### src/rtl/core/bpa_pkg.sv
// Types and constants shared by the bump page allocator files.
package bpa_pkg;

  localparam int unsigned ADDR_W     = 64;
  localparam int unsigned PAGES_W    = 52;
  localparam int unsigned TYPE_W     = 32;
  localparam int unsigned OP_W       = 2;
  localparam int unsigned CFG_IDX_W  = 1;
  localparam int unsigned CFG_DATA_W = 32;

  // Item opcodes
  localparam logic [OP_W-1:0] OP_REGION = 2'd0;
  localparam logic [OP_W-1:0] OP_BREAK  = 2'd1;
  localparam logic [OP_W-1:0] OP_ALLOC  = 2'd2;

  // Configuration register indexes
  localparam logic [CFG_IDX_W-1:0] CFG_THRESHOLD = 1'd0;
  localparam logic [CFG_IDX_W-1:0] CFG_AVAIL     = 1'd1;

  // Reset values
  localparam logic [CFG_DATA_W-1:0] THRESHOLD_RST  = 32'h0010_0000;
  localparam logic [CFG_DATA_W-1:0] AVAIL_RST      = 32'h0000_0001;
  localparam logic [ADDR_W-1:0]     HEAP_START_RST = 64'h0000_0000_0010_0000;
  localparam logic [ADDR_W-1:0]     HEAP_END_RST   = 64'h0000_0000_0020_0000;
  localparam logic [ADDR_W-1:0]     HEAP_SPAN_RST  = 64'h0000_0000_0010_0000;

  // Item as held in the input register, with the region arithmetic done early
  typedef struct packed {
    logic [OP_W-1:0]    op;
    logic               region_ok;
    logic [ADDR_W-1:0]  region_start;
    logic [ADDR_W-1:0]  region_end;
    logic [ADDR_W-1:0]  region_span;
    logic [ADDR_W-1:0]  new_start;
    logic [ADDR_W-1:0]  new_end;
    logic [PAGES_W-1:0] page_count;
    logic [ADDR_W-1:0]  alloc_bytes;
  } bpa_item_t;

  // Input register status seen by the heap stage
  typedef struct packed {
    logic valid;
  } bpa_stage_t;

endpackage

### src/rtl/core/bpa_ifs.sv
// Channel interfaces: input items, result items and configuration writes.
interface bpa_in_if
  import bpa_pkg::*;
();
  logic               valid;
  logic               ready;
  logic [OP_W-1:0]    op;
  logic [ADDR_W-1:0]  region_base;
  logic [ADDR_W-1:0]  region_length;
  logic [TYPE_W-1:0]  region_type;
  logic [ADDR_W-1:0]  new_start;
  logic [ADDR_W-1:0]  new_end;
  logic [PAGES_W-1:0] page_count;

  modport source(output valid, op, region_base, region_length, region_type, new_start,
                 new_end, page_count, input ready);
  modport sink(input valid, op, region_base, region_length, region_type, new_start,
               new_end, page_count, output ready);
endinterface

interface bpa_out_if
  import bpa_pkg::*;
();
  logic               valid;
  logic               ready;
  logic               granted;
  logic [ADDR_W-1:0]  block_address;
  logic [PAGES_W-1:0] pages_free;

  modport source(output valid, granted, block_address, pages_free, input ready);
  modport sink(input valid, granted, block_address, pages_free, output ready);
endinterface

interface bpa_cfg_if
  import bpa_pkg::*;
();
  logic                  valid;
  logic                  ready;
  logic [CFG_IDX_W-1:0]  index;
  logic [CFG_DATA_W-1:0] data;

  modport source(output valid, index, data, input ready);
  modport sink(input valid, index, data, output ready);
endinterface

### src/rtl/core/bpa_cfg_regs.sv
// Configuration registers: high-memory threshold and usable type code.
module bpa_cfg_regs
  import bpa_pkg::*;
(
  input  logic                  clk,
  input  logic                  rst_n,
  bpa_cfg_if.sink               cfg_ch,
  output logic [CFG_DATA_W-1:0] threshold,
  output logic [CFG_DATA_W-1:0] avail_type
);

  logic [CFG_DATA_W-1:0] threshold_r;
  logic [CFG_DATA_W-1:0] avail_type_r;

  assign cfg_ch.ready = 1'b1;
  assign threshold    = threshold_r;
  assign avail_type   = avail_type_r;

  always_ff @(posedge clk) begin
    if (!rst_n) begin
      threshold_r  <= THRESHOLD_RST;
      avail_type_r <= AVAIL_RST;
    end else if (cfg_ch.valid) begin
      unique case (cfg_ch.index)
        CFG_THRESHOLD: threshold_r  <= cfg_ch.data;
        CFG_AVAIL:     avail_type_r <= cfg_ch.data;
        default:       ;
      endcase
    end
  end

endmodule

### src/rtl/core/bpa_front.sv
// Input register: takes an item and does the state-free region arithmetic.
module bpa_front
  import bpa_pkg::*;
#(
  parameter int unsigned PAGE_SHIFT = 12
) (
  input  logic                  clk,
  input  logic                  rst_n,
  bpa_in_if.sink                in_ch,
  input  logic [CFG_DATA_W-1:0] threshold,
  input  logic [CFG_DATA_W-1:0] avail_type,
  input  logic                  advance,
  output bpa_stage_t            stage,
  output bpa_item_t             item
);

  localparam logic [ADDR_W-1:0] PAGE_MASK = (ADDR_W'(1) << PAGE_SHIFT) - ADDR_W'(1);

  logic            valid_r;
  logic            valid_nxt;
  bpa_item_t       item_r;
  bpa_item_t       item_nxt;
  logic [ADDR_W-1:0] aligned;
  logic [ADDR_W-1:0] end_addr;
  logic [ADDR_W:0]   diff;
  logic              take;

  assign in_ch.ready = !valid_r || advance;
  assign take        = in_ch.valid && in_ch.ready;

  always_comb begin
    aligned  = (in_ch.region_base + PAGE_MASK) & ~PAGE_MASK;
    end_addr = in_ch.region_base + in_ch.region_length;
    // borrow clear and nonzero: rounded base lies below the end
    diff     = {1'b0, end_addr} - {1'b0, aligned};

    item_nxt.op           = in_ch.op;
    item_nxt.region_ok    = (in_ch.region_type == avail_type)
                         && (in_ch.region_base >= {{(ADDR_W-CFG_DATA_W){1'b0}}, threshold})
                         && (in_ch.region_length != '0)
                         && !diff[ADDR_W] && (diff[ADDR_W-1:0] != '0);
    item_nxt.region_start = aligned;
    item_nxt.region_end   = end_addr;
    item_nxt.region_span  = diff[ADDR_W-1:0];
    item_nxt.new_start    = in_ch.new_start;
    item_nxt.new_end      = in_ch.new_end;
    item_nxt.page_count   = in_ch.page_count;
    item_nxt.alloc_bytes  = ADDR_W'(in_ch.page_count) << PAGE_SHIFT;

    valid_nxt = take ? 1'b1 : (advance ? 1'b0 : valid_r);
  end

  always_ff @(posedge clk) begin
    if (!rst_n) begin
      valid_r <= 1'b0;
    end else begin
      valid_r <= valid_nxt;
    end
  end

  always_ff @(posedge clk) begin
    if (take) begin
      item_r <= item_nxt;
    end
  end

  assign stage.valid = valid_r;
  assign item        = item_r;

endmodule

### src/rtl/core/bpa_heap.sv
// Heap state, per-item update and result register.
module bpa_heap
  import bpa_pkg::*;
#(
  parameter int unsigned PAGE_SHIFT = 12
) (
  input  logic       clk,
  input  logic       rst_n,
  input  bpa_stage_t stage,
  input  bpa_item_t  item,
  output logic       advance,
  bpa_out_if.source  out_ch
);

  logic [ADDR_W-1:0]  start_r, start_nxt;
  logic [ADDR_W-1:0]  end_r, end_nxt;
  logic [ADDR_W-1:0]  span_r, span_nxt;
  logic [PAGES_W-1:0] free_r, free_nxt;
  logic               out_valid_r, out_valid_nxt;
  logic               granted_r, granted_nxt;
  logic [ADDR_W-1:0]  addr_r, addr_nxt;
  logic [PAGES_W-1:0] pages_r;
  logic [ADDR_W-1:0]  brk_start;
  logic [ADDR_W-1:0]  brk_end;
  logic [ADDR_W:0]    brk_diff;
  logic [ADDR_W-1:0]  pages_full;
  logic               fire;

  assign advance = !out_valid_r || out_ch.ready;
  assign fire    = stage.valid && advance;

  always_comb begin
    start_nxt   = start_r;
    end_nxt     = end_r;
    span_nxt    = span_r;
    granted_nxt = 1'b0;
    addr_nxt    = '0;

    brk_start = (item.new_start > start_r) ? item.new_start : start_r;
    brk_end   = ((item.new_end != '0) && (item.new_end < end_r)) ? item.new_end : end_r;
    brk_diff  = {1'b0, brk_end} - {1'b0, brk_start};

    case (item.op)
      OP_REGION: begin
        if (item.region_ok && (item.region_span > span_r)) begin
          start_nxt = item.region_start;
          end_nxt   = item.region_end;
          span_nxt  = item.region_span;
        end
      end
      OP_BREAK: begin
        start_nxt = brk_start;
        end_nxt   = brk_end;
        span_nxt  = brk_diff[ADDR_W] ? '0 : brk_diff[ADDR_W-1:0];
      end
      OP_ALLOC: begin
        if ((item.page_count != '0) && (item.page_count <= free_r)) begin
          granted_nxt = 1'b1;
          addr_nxt    = start_r;
          start_nxt   = start_r + item.alloc_bytes;
          // grant fits inside the span, so no underflow here
          span_nxt    = span_r - item.alloc_bytes;
        end
      end
      default: ;
    endcase

    pages_full = span_nxt >> PAGE_SHIFT;
    free_nxt   = (|pages_full[ADDR_W-1:PAGES_W]) ? '1 : pages_full[PAGES_W-1:0];

    out_valid_nxt = fire ? 1'b1 : (out_ch.ready ? 1'b0 : out_valid_r);
  end

  always_ff @(posedge clk) begin
    if (!rst_n) begin
      start_r     <= HEAP_START_RST;
      end_r       <= HEAP_END_RST;
      span_r      <= HEAP_SPAN_RST;
      free_r      <= '0;
      out_valid_r <= 1'b0;
    end else begin
      out_valid_r <= out_valid_nxt;
      if (fire) begin
        start_r <= start_nxt;
        end_r   <= end_nxt;
        span_r  <= span_nxt;
        free_r  <= free_nxt;
      end
    end
  end

  always_ff @(posedge clk) begin
    if (fire) begin
      granted_r <= granted_nxt;
      addr_r    <= addr_nxt;
      pages_r   <= free_nxt;
    end
  end

  assign out_ch.valid         = out_valid_r;
  assign out_ch.granted       = granted_r;
  assign out_ch.block_address = addr_r;
  assign out_ch.pages_free    = pages_r;

endmodule

### src/rtl/core/bump_page_allocator_core.sv
// Top level of the bump page allocator.
// The block keeps a heap span [start, end) and a free page count, and takes
// one item per clock: a memory-map region offer, a break update or a page
// allocation. Every item gives exactly one result item carrying the grant
// flag, the granted block address (zero when refused) and the free page
// count after the item. An accepted item is held first in the input
// register, where the region rounding and length arithmetic are done, and
// the heap stage then updates the state and loads the result register that
// drives out_ch. Sustained rate is one item per cycle; it drops only while
// the result side stalls, and in_ch.ready then follows out_ch.ready
// combinationally once both stages hold an item. The heap stage keeps the
// span (end minus start) in a register of its own so an item never needs
// more than one wide subtract on the state. Configuration writes are taken
// at any time with ready held high and are meant to land while the block
// is idle. Page size is 2**PAGE_SHIFT bytes.
module bump_page_allocator_core
  import bpa_pkg::*;
#(
  parameter int unsigned PAGE_SHIFT = 12
) (
  input  logic      clk,
  input  logic      rst_n,
  bpa_in_if.sink    in_ch,
  bpa_out_if.source out_ch,
  bpa_cfg_if.sink   cfg_ch
);

  logic [CFG_DATA_W-1:0] threshold;
  logic [CFG_DATA_W-1:0] avail_type;
  logic                  advance;
  bpa_stage_t            stage;
  bpa_item_t             item;

  // configuration registers
  bpa_cfg_regs u_cfg (
    .clk        (clk),
    .rst_n      (rst_n),
    .cfg_ch     (cfg_ch),
    .threshold  (threshold),
    .avail_type (avail_type)
  );

  // input register with region pre-computation
  bpa_front #(
    .PAGE_SHIFT (PAGE_SHIFT)
  ) u_front (
    .clk        (clk),
    .rst_n      (rst_n),
    .in_ch      (in_ch),
    .threshold  (threshold),
    .avail_type (avail_type),
    .advance    (advance),
    .stage      (stage),
    .item       (item)
  );

  // heap state and result register
  bpa_heap #(
    .PAGE_SHIFT (PAGE_SHIFT)
  ) u_heap (
    .clk     (clk),
    .rst_n   (rst_n),
    .stage   (stage),
    .item    (item),
    .advance (advance),
    .out_ch  (out_ch)
  );

endmodule
### src/flat_wrapper.sv
// flat-port wrapper written by rule: the top's interface ports become plain ports
module bump_page_allocator_core_flat import bpa_pkg::*;
#(
  parameter int unsigned PAGE_SHIFT = 12
)
  (clk, rst_n, in_ch_valid, in_ch_op, in_ch_region_base, in_ch_region_length, in_ch_region_type, in_ch_new_start, in_ch_new_end, in_ch_page_count, in_ch_ready, out_ch_valid, out_ch_granted, out_ch_block_address, out_ch_pages_free, out_ch_ready, cfg_ch_valid, cfg_ch_index, cfg_ch_data, cfg_ch_ready);
  bpa_in_if in_ch_i ();
  bpa_out_if out_ch_i ();
  bpa_cfg_if cfg_ch_i ();
  input  logic clk;
  input  logic rst_n;
  input wire logic [$bits(in_ch_i.valid)-1:0] in_ch_valid;
  input wire logic [$bits(in_ch_i.op)-1:0] in_ch_op;
  input wire logic [$bits(in_ch_i.region_base)-1:0] in_ch_region_base;
  input wire logic [$bits(in_ch_i.region_length)-1:0] in_ch_region_length;
  input wire logic [$bits(in_ch_i.region_type)-1:0] in_ch_region_type;
  input wire logic [$bits(in_ch_i.new_start)-1:0] in_ch_new_start;
  input wire logic [$bits(in_ch_i.new_end)-1:0] in_ch_new_end;
  input wire logic [$bits(in_ch_i.page_count)-1:0] in_ch_page_count;
  output wire logic [$bits(in_ch_i.ready)-1:0] in_ch_ready;
  output wire logic [$bits(out_ch_i.valid)-1:0] out_ch_valid;
  output wire logic [$bits(out_ch_i.granted)-1:0] out_ch_granted;
  output wire logic [$bits(out_ch_i.block_address)-1:0] out_ch_block_address;
  output wire logic [$bits(out_ch_i.pages_free)-1:0] out_ch_pages_free;
  input wire logic [$bits(out_ch_i.ready)-1:0] out_ch_ready;
  input wire logic [$bits(cfg_ch_i.valid)-1:0] cfg_ch_valid;
  input wire logic [$bits(cfg_ch_i.index)-1:0] cfg_ch_index;
  input wire logic [$bits(cfg_ch_i.data)-1:0] cfg_ch_data;
  output wire logic [$bits(cfg_ch_i.ready)-1:0] cfg_ch_ready;
  assign in_ch_i.valid = in_ch_valid;
  assign in_ch_i.op = in_ch_op;
  assign in_ch_i.region_base = in_ch_region_base;
  assign in_ch_i.region_length = in_ch_region_length;
  assign in_ch_i.region_type = in_ch_region_type;
  assign in_ch_i.new_start = in_ch_new_start;
  assign in_ch_i.new_end = in_ch_new_end;
  assign in_ch_i.page_count = in_ch_page_count;
  assign in_ch_ready = in_ch_i.ready;
  assign out_ch_valid = out_ch_i.valid;
  assign out_ch_granted = out_ch_i.granted;
  assign out_ch_block_address = out_ch_i.block_address;
  assign out_ch_pages_free = out_ch_i.pages_free;
  assign out_ch_i.ready = out_ch_ready;
  assign cfg_ch_i.valid = cfg_ch_valid;
  assign cfg_ch_i.index = cfg_ch_index;
  assign cfg_ch_i.data = cfg_ch_data;
  assign cfg_ch_ready = cfg_ch_i.ready;
  bump_page_allocator_core #(.PAGE_SHIFT(PAGE_SHIFT)) u_core (.clk(clk), .rst_n(rst_n), .in_ch(in_ch_i), .out_ch(out_ch_i), .cfg_ch(cfg_ch_i));
endmodule
### config.mk
export PLATFORM = sky130hd
export DESIGN_NAME = bump_page_allocator_core_flat
export DESIGN_NICKNAME = d
export VERILOG_FILES = /design/src/rtl/core/bpa_pkg.sv /design/src/rtl/core/bpa_ifs.sv /design/src/rtl/core/bpa_cfg_regs.sv /design/src/rtl/core/bpa_front.sv /design/src/rtl/core/bpa_heap.sv /design/src/rtl/core/bump_page_allocator_core.sv /design/src/flat_wrapper.sv
export SDC_FILE = /design/constraint.sdc
export NUM_CORES = 2
export LEC_CHECK = 0
export BUFFER_PORTS_ARGS = -buffer_cell sky130_fd_sc_hd__buf_2
export CAP_MARGIN = 20
export CORE_UTILIZATION = 39
export DETAILED_ROUTE_END_ITERATION = 8
export PLACE_DENSITY = 0.61
export SLEW_MARGIN = 30
export SYNTH_ARGS = -nofsm -noshare
export SYNTH_HDL_FRONTEND = slang
export SYNTH_SLANG_ARGS = --single-unit
### constraint.sdc
create_clock -name clk -period 24.7 [get_ports clk]
set_input_delay 1.235 -clock clk [delete_from_list [all_inputs] [get_ports clk]]
set_output_delay 1.235 -clock clk [all_outputs]
set_load 0.05 [all_outputs]
==> results_dict.tcl <==
set metrics [dict create \
    design_area_mm2 0.0587 \
    drtPass1Iterations 9 \
    ant_nets 0 \
    worstSetupPathType "reg -> reg" \
    avgSynthCellArea_um2 9.10 \
    synth_most_common_cell "ha_1" \
    coreArea_mm2 0.130 \
    drive_gt1_frac 0.126 \
    switchingPower_mw 1.56 \
    final_nets 6981 \
    p_int_mw 2.70 \
    relSlewSlack 0.220 \
    worst_slew_pin_slew_ns 1.16 \
    wire_per_inst_um 25.6 \
    setup_viol 0 \
    grt_overflow 0 \
    synth-main-ff-cell "edfxtp_1" \
    setup_tns_ns 0 \
    drcViolationCount 0 \
    cts_setup_buffers 0 \
    maxCapViolations 0 \
    power_density_mw_per_mm2 72.6 \
    grtUsageTotal 0.294 \
    p_clk_frac 0.319 \
    worstPathRequired_ns 25.12 \
    skew_ns 0.0404 \
    io_pins 500 \
    clock_path_buffers 3 \
    period_needed_ns 9.73 \
    synth_common_cells "ha_1 (549), a21oi_1 (519), edfxtp_1 (468)" \
    synth_seq_cells 727 \
    clock_latency_ns 0.73 \
    dp.cells 7699 \
    synth_cell_type_count 103 \
    die_w_um 365 \
    root_buffer "clkbuf_16" \
    fp.dieH_um 365 \
    synth_edf_count 468 \
    cts_buffers 88 \
    clock_sinks 727 \
    status "complete, no violations" \
    stdcell_count 7864 \
    critPathMaxStageDelay_ns 0.55 \
    power_mw 4.26 \
    timing.final.hold_violations 0 \
    clk_pin_slew_ns 0.06 \
    grt_max_degree 154 \
    grt_pass1_vias 43100 \
    synth.net_count 6580 \
    num_rows 132 \
    postSynthCellCount 5646 \
    p_seq_frac 0.367 \
    cp_max_fo 75 \
    fin_crit_sh 0.394 \
    pwr-share-comb 0.314 \
    synth_warnings 0 \
    port-buffer-count 498 \
    post-synth-top-area-fraction 0.273 \
    hold_buffers 0 \
    yosysTopAreaCell "edfxtp_1" \
    syn_area_mm2 0.0514 \
    start_util 0.395 \
    cts_tree "done" \
    area_growth_pct 14.2 \
    arrival_ns 10.15 \
    crit_path_end_kind "register" \
    viasPerCell 5.92 \
    fmax_mhz 103 \
    sw_frac_of_total 0.365 \
    rsz0062_at_grt "false" \
    yosysSeqAreaShare 0.374 \
    vdd_drop_max_mv 0.0487 \
    slew_viol_final 0 \
    die-area_mm2 0.133 \
    drt_iter0_drc 5559 \
    post_dp_cell_area_mm2 0.0557 \
    antenna_found_initial 19 \
    htreeDepth 3 \
    dr_total_vias 46500 \
    cts-resized-gates 0 \
    cp_slowest_cell "o311a_1" \
    grt_pass1_wl_um 287000 \
    leakage_nw 24.0 \
    drt_wl_total_um 201000 \
    utilization 0.451 \
    synthArstFlopShare 0 \
    place_hpwl_um 160000 \
    gp_congestion 0.972 \
    synth_area_leaders "edfxtp_1 (27%), ha_1 (13%), dfxtp_1 (10%)" \
    cp-start-kind "register" \
    hp-class "reg -> reg" \
]
## worst max-delay path: cells and delay by family (launching register included)
family / cells / cell delay (ns)
adders and majority gates: 3 / 0.91
DFF: 1 / 0.45
buffers and inverters: 3 / 0.92
muxes: 1 / 0.32
and+or+nand+nor: 6 / 1.51
AOI/OAI and AO/OA: 24 / 5.17
## placed cells by master, fill, tap and decap left out, types with 15 or more instances in the layout
master,netlist,layout
dfxtp_1,259,259
o221ai_1,31,31
nand2b_1,120,120
o21bai_1,36,36
buf_2,0,497
and2_1,32,29
a211oi_1,51,51
o21a_1,57,57
o21ai_0,330,330
nor3_1,63,61
and3_1,40,40
o221a_2,18,18
nand4_1,124,124
a21o_1,242,242
edfxtp_1,468,468
o22ai_1,75,75
ha_1,549,546
nor4_1,70,64
xor2_1,103,103
nand3_1,71,69
inv_1,432,430
or3_1,36,36
a221oi_1,43,43
buf_4,1,41
mux2i_1,74,74
nor2_1,338,333
a22oi_1,34,34
o211ai_1,64,64
xnor2_1,218,218
a31oi_1,37,37
a221o_1,22,22
o21ai_1,28,28
clkbuf_1,195,15
nor2b_1,61,60
clkbuf_16,0,89
nand2_1,467,463
a21boi_0,32,32
a21oi_1,519,519
o31ai_1,26,26
## state kept, by name, indices dropped and copies added (netlist names), 32 cells and up
name,flops
u_core.u_front.item,351
u_core.u_heap.end_r,64
u_core.u_heap.out_ch.block_address,64
u_core.u_heap.span_r,64
u_core.u_heap.start_r,64
u_core.u_heap.out_ch.pages_free,52
u_core.u_cfg.avail_type,32
u_core.u_cfg.threshold,32
## kinds of logic (layout without fill, tap and decap cells)
group           Yosys count  after routing  synth area share
mux                      76             76            0.0148
other cells               1              4         0.0000730
compound gates         1798           1798             0.227
flops                   727            727             0.374
simple gates           1493           1493             0.141
xor+xnor                327            327            0.0571
fa+ha+maj               558            558             0.136
buf+inv                 666           1139            0.0491
## path summary, 6_finish.rpt
path | startpoint | end | slack (ns) | cells past startpoint
worst max-delay path | u_core.u_front.item[149] | u_core.u_heap.out_ch.pages_free[51] | 14.97 | 37
worst min-delay path | u_core.u_cfg.threshold[30] | u_core.u_cfg.threshold[30] | 0.45 | 2
worst max register to register | u_core.u_front.item[149] | u_core.u_heap.out_ch.pages_free[51] | 14.97 | 37
worst min register to register | u_core.u_cfg.threshold[30] | u_core.u_cfg.threshold[30] | 0.45 | 2
## stage by stage
stage / worst slack [ns] / hold WS, ns
3_3_place_gp: 15.36 / 0.442
2_1_floorplan: 14.28 / 0.436
6_report: 14.97 / 0.454
5_1_grt: 14.35 / 0.467
4_1_cts: 15.12 / 0.455
3_5_place_dp: 15.21 / 0.447
## power by group through the flow
stage | combinational, mW | sequential [mW] | clock (mW)
after detailed placement | 1.30 | 1.58 | 0
after CTS | 1.31 | 1.55 | 1.38
after global placement | 1.29 | 1.58 | 0
after global routing | 1.45 | 1.56 | 1.42
final | 1.34 | 1.56 | 1.36
after floorplan | 0.869 | 1.53 | 0
## routing by layer
metal,track usage,vias up,wire [um]
met4,0.101,14,7400
met3,0.0593,292,21300
met1,0.433,22200,90200
li1,-,21700,-
met2,0.423,2357,82500
met5,0,-,84
## final cells by class
cell class	instances	area, um^2
flip-flops and latches	727	19200
fillers	12800	71400
inverters	438	1650
multi-input cells	4253	29800
clock inverters	51	609
diodes	3	7.51
repair buffers	539	2820
well taps	1742	2180
clock buffers	111	2380
(Power assumes the default switching activity.)
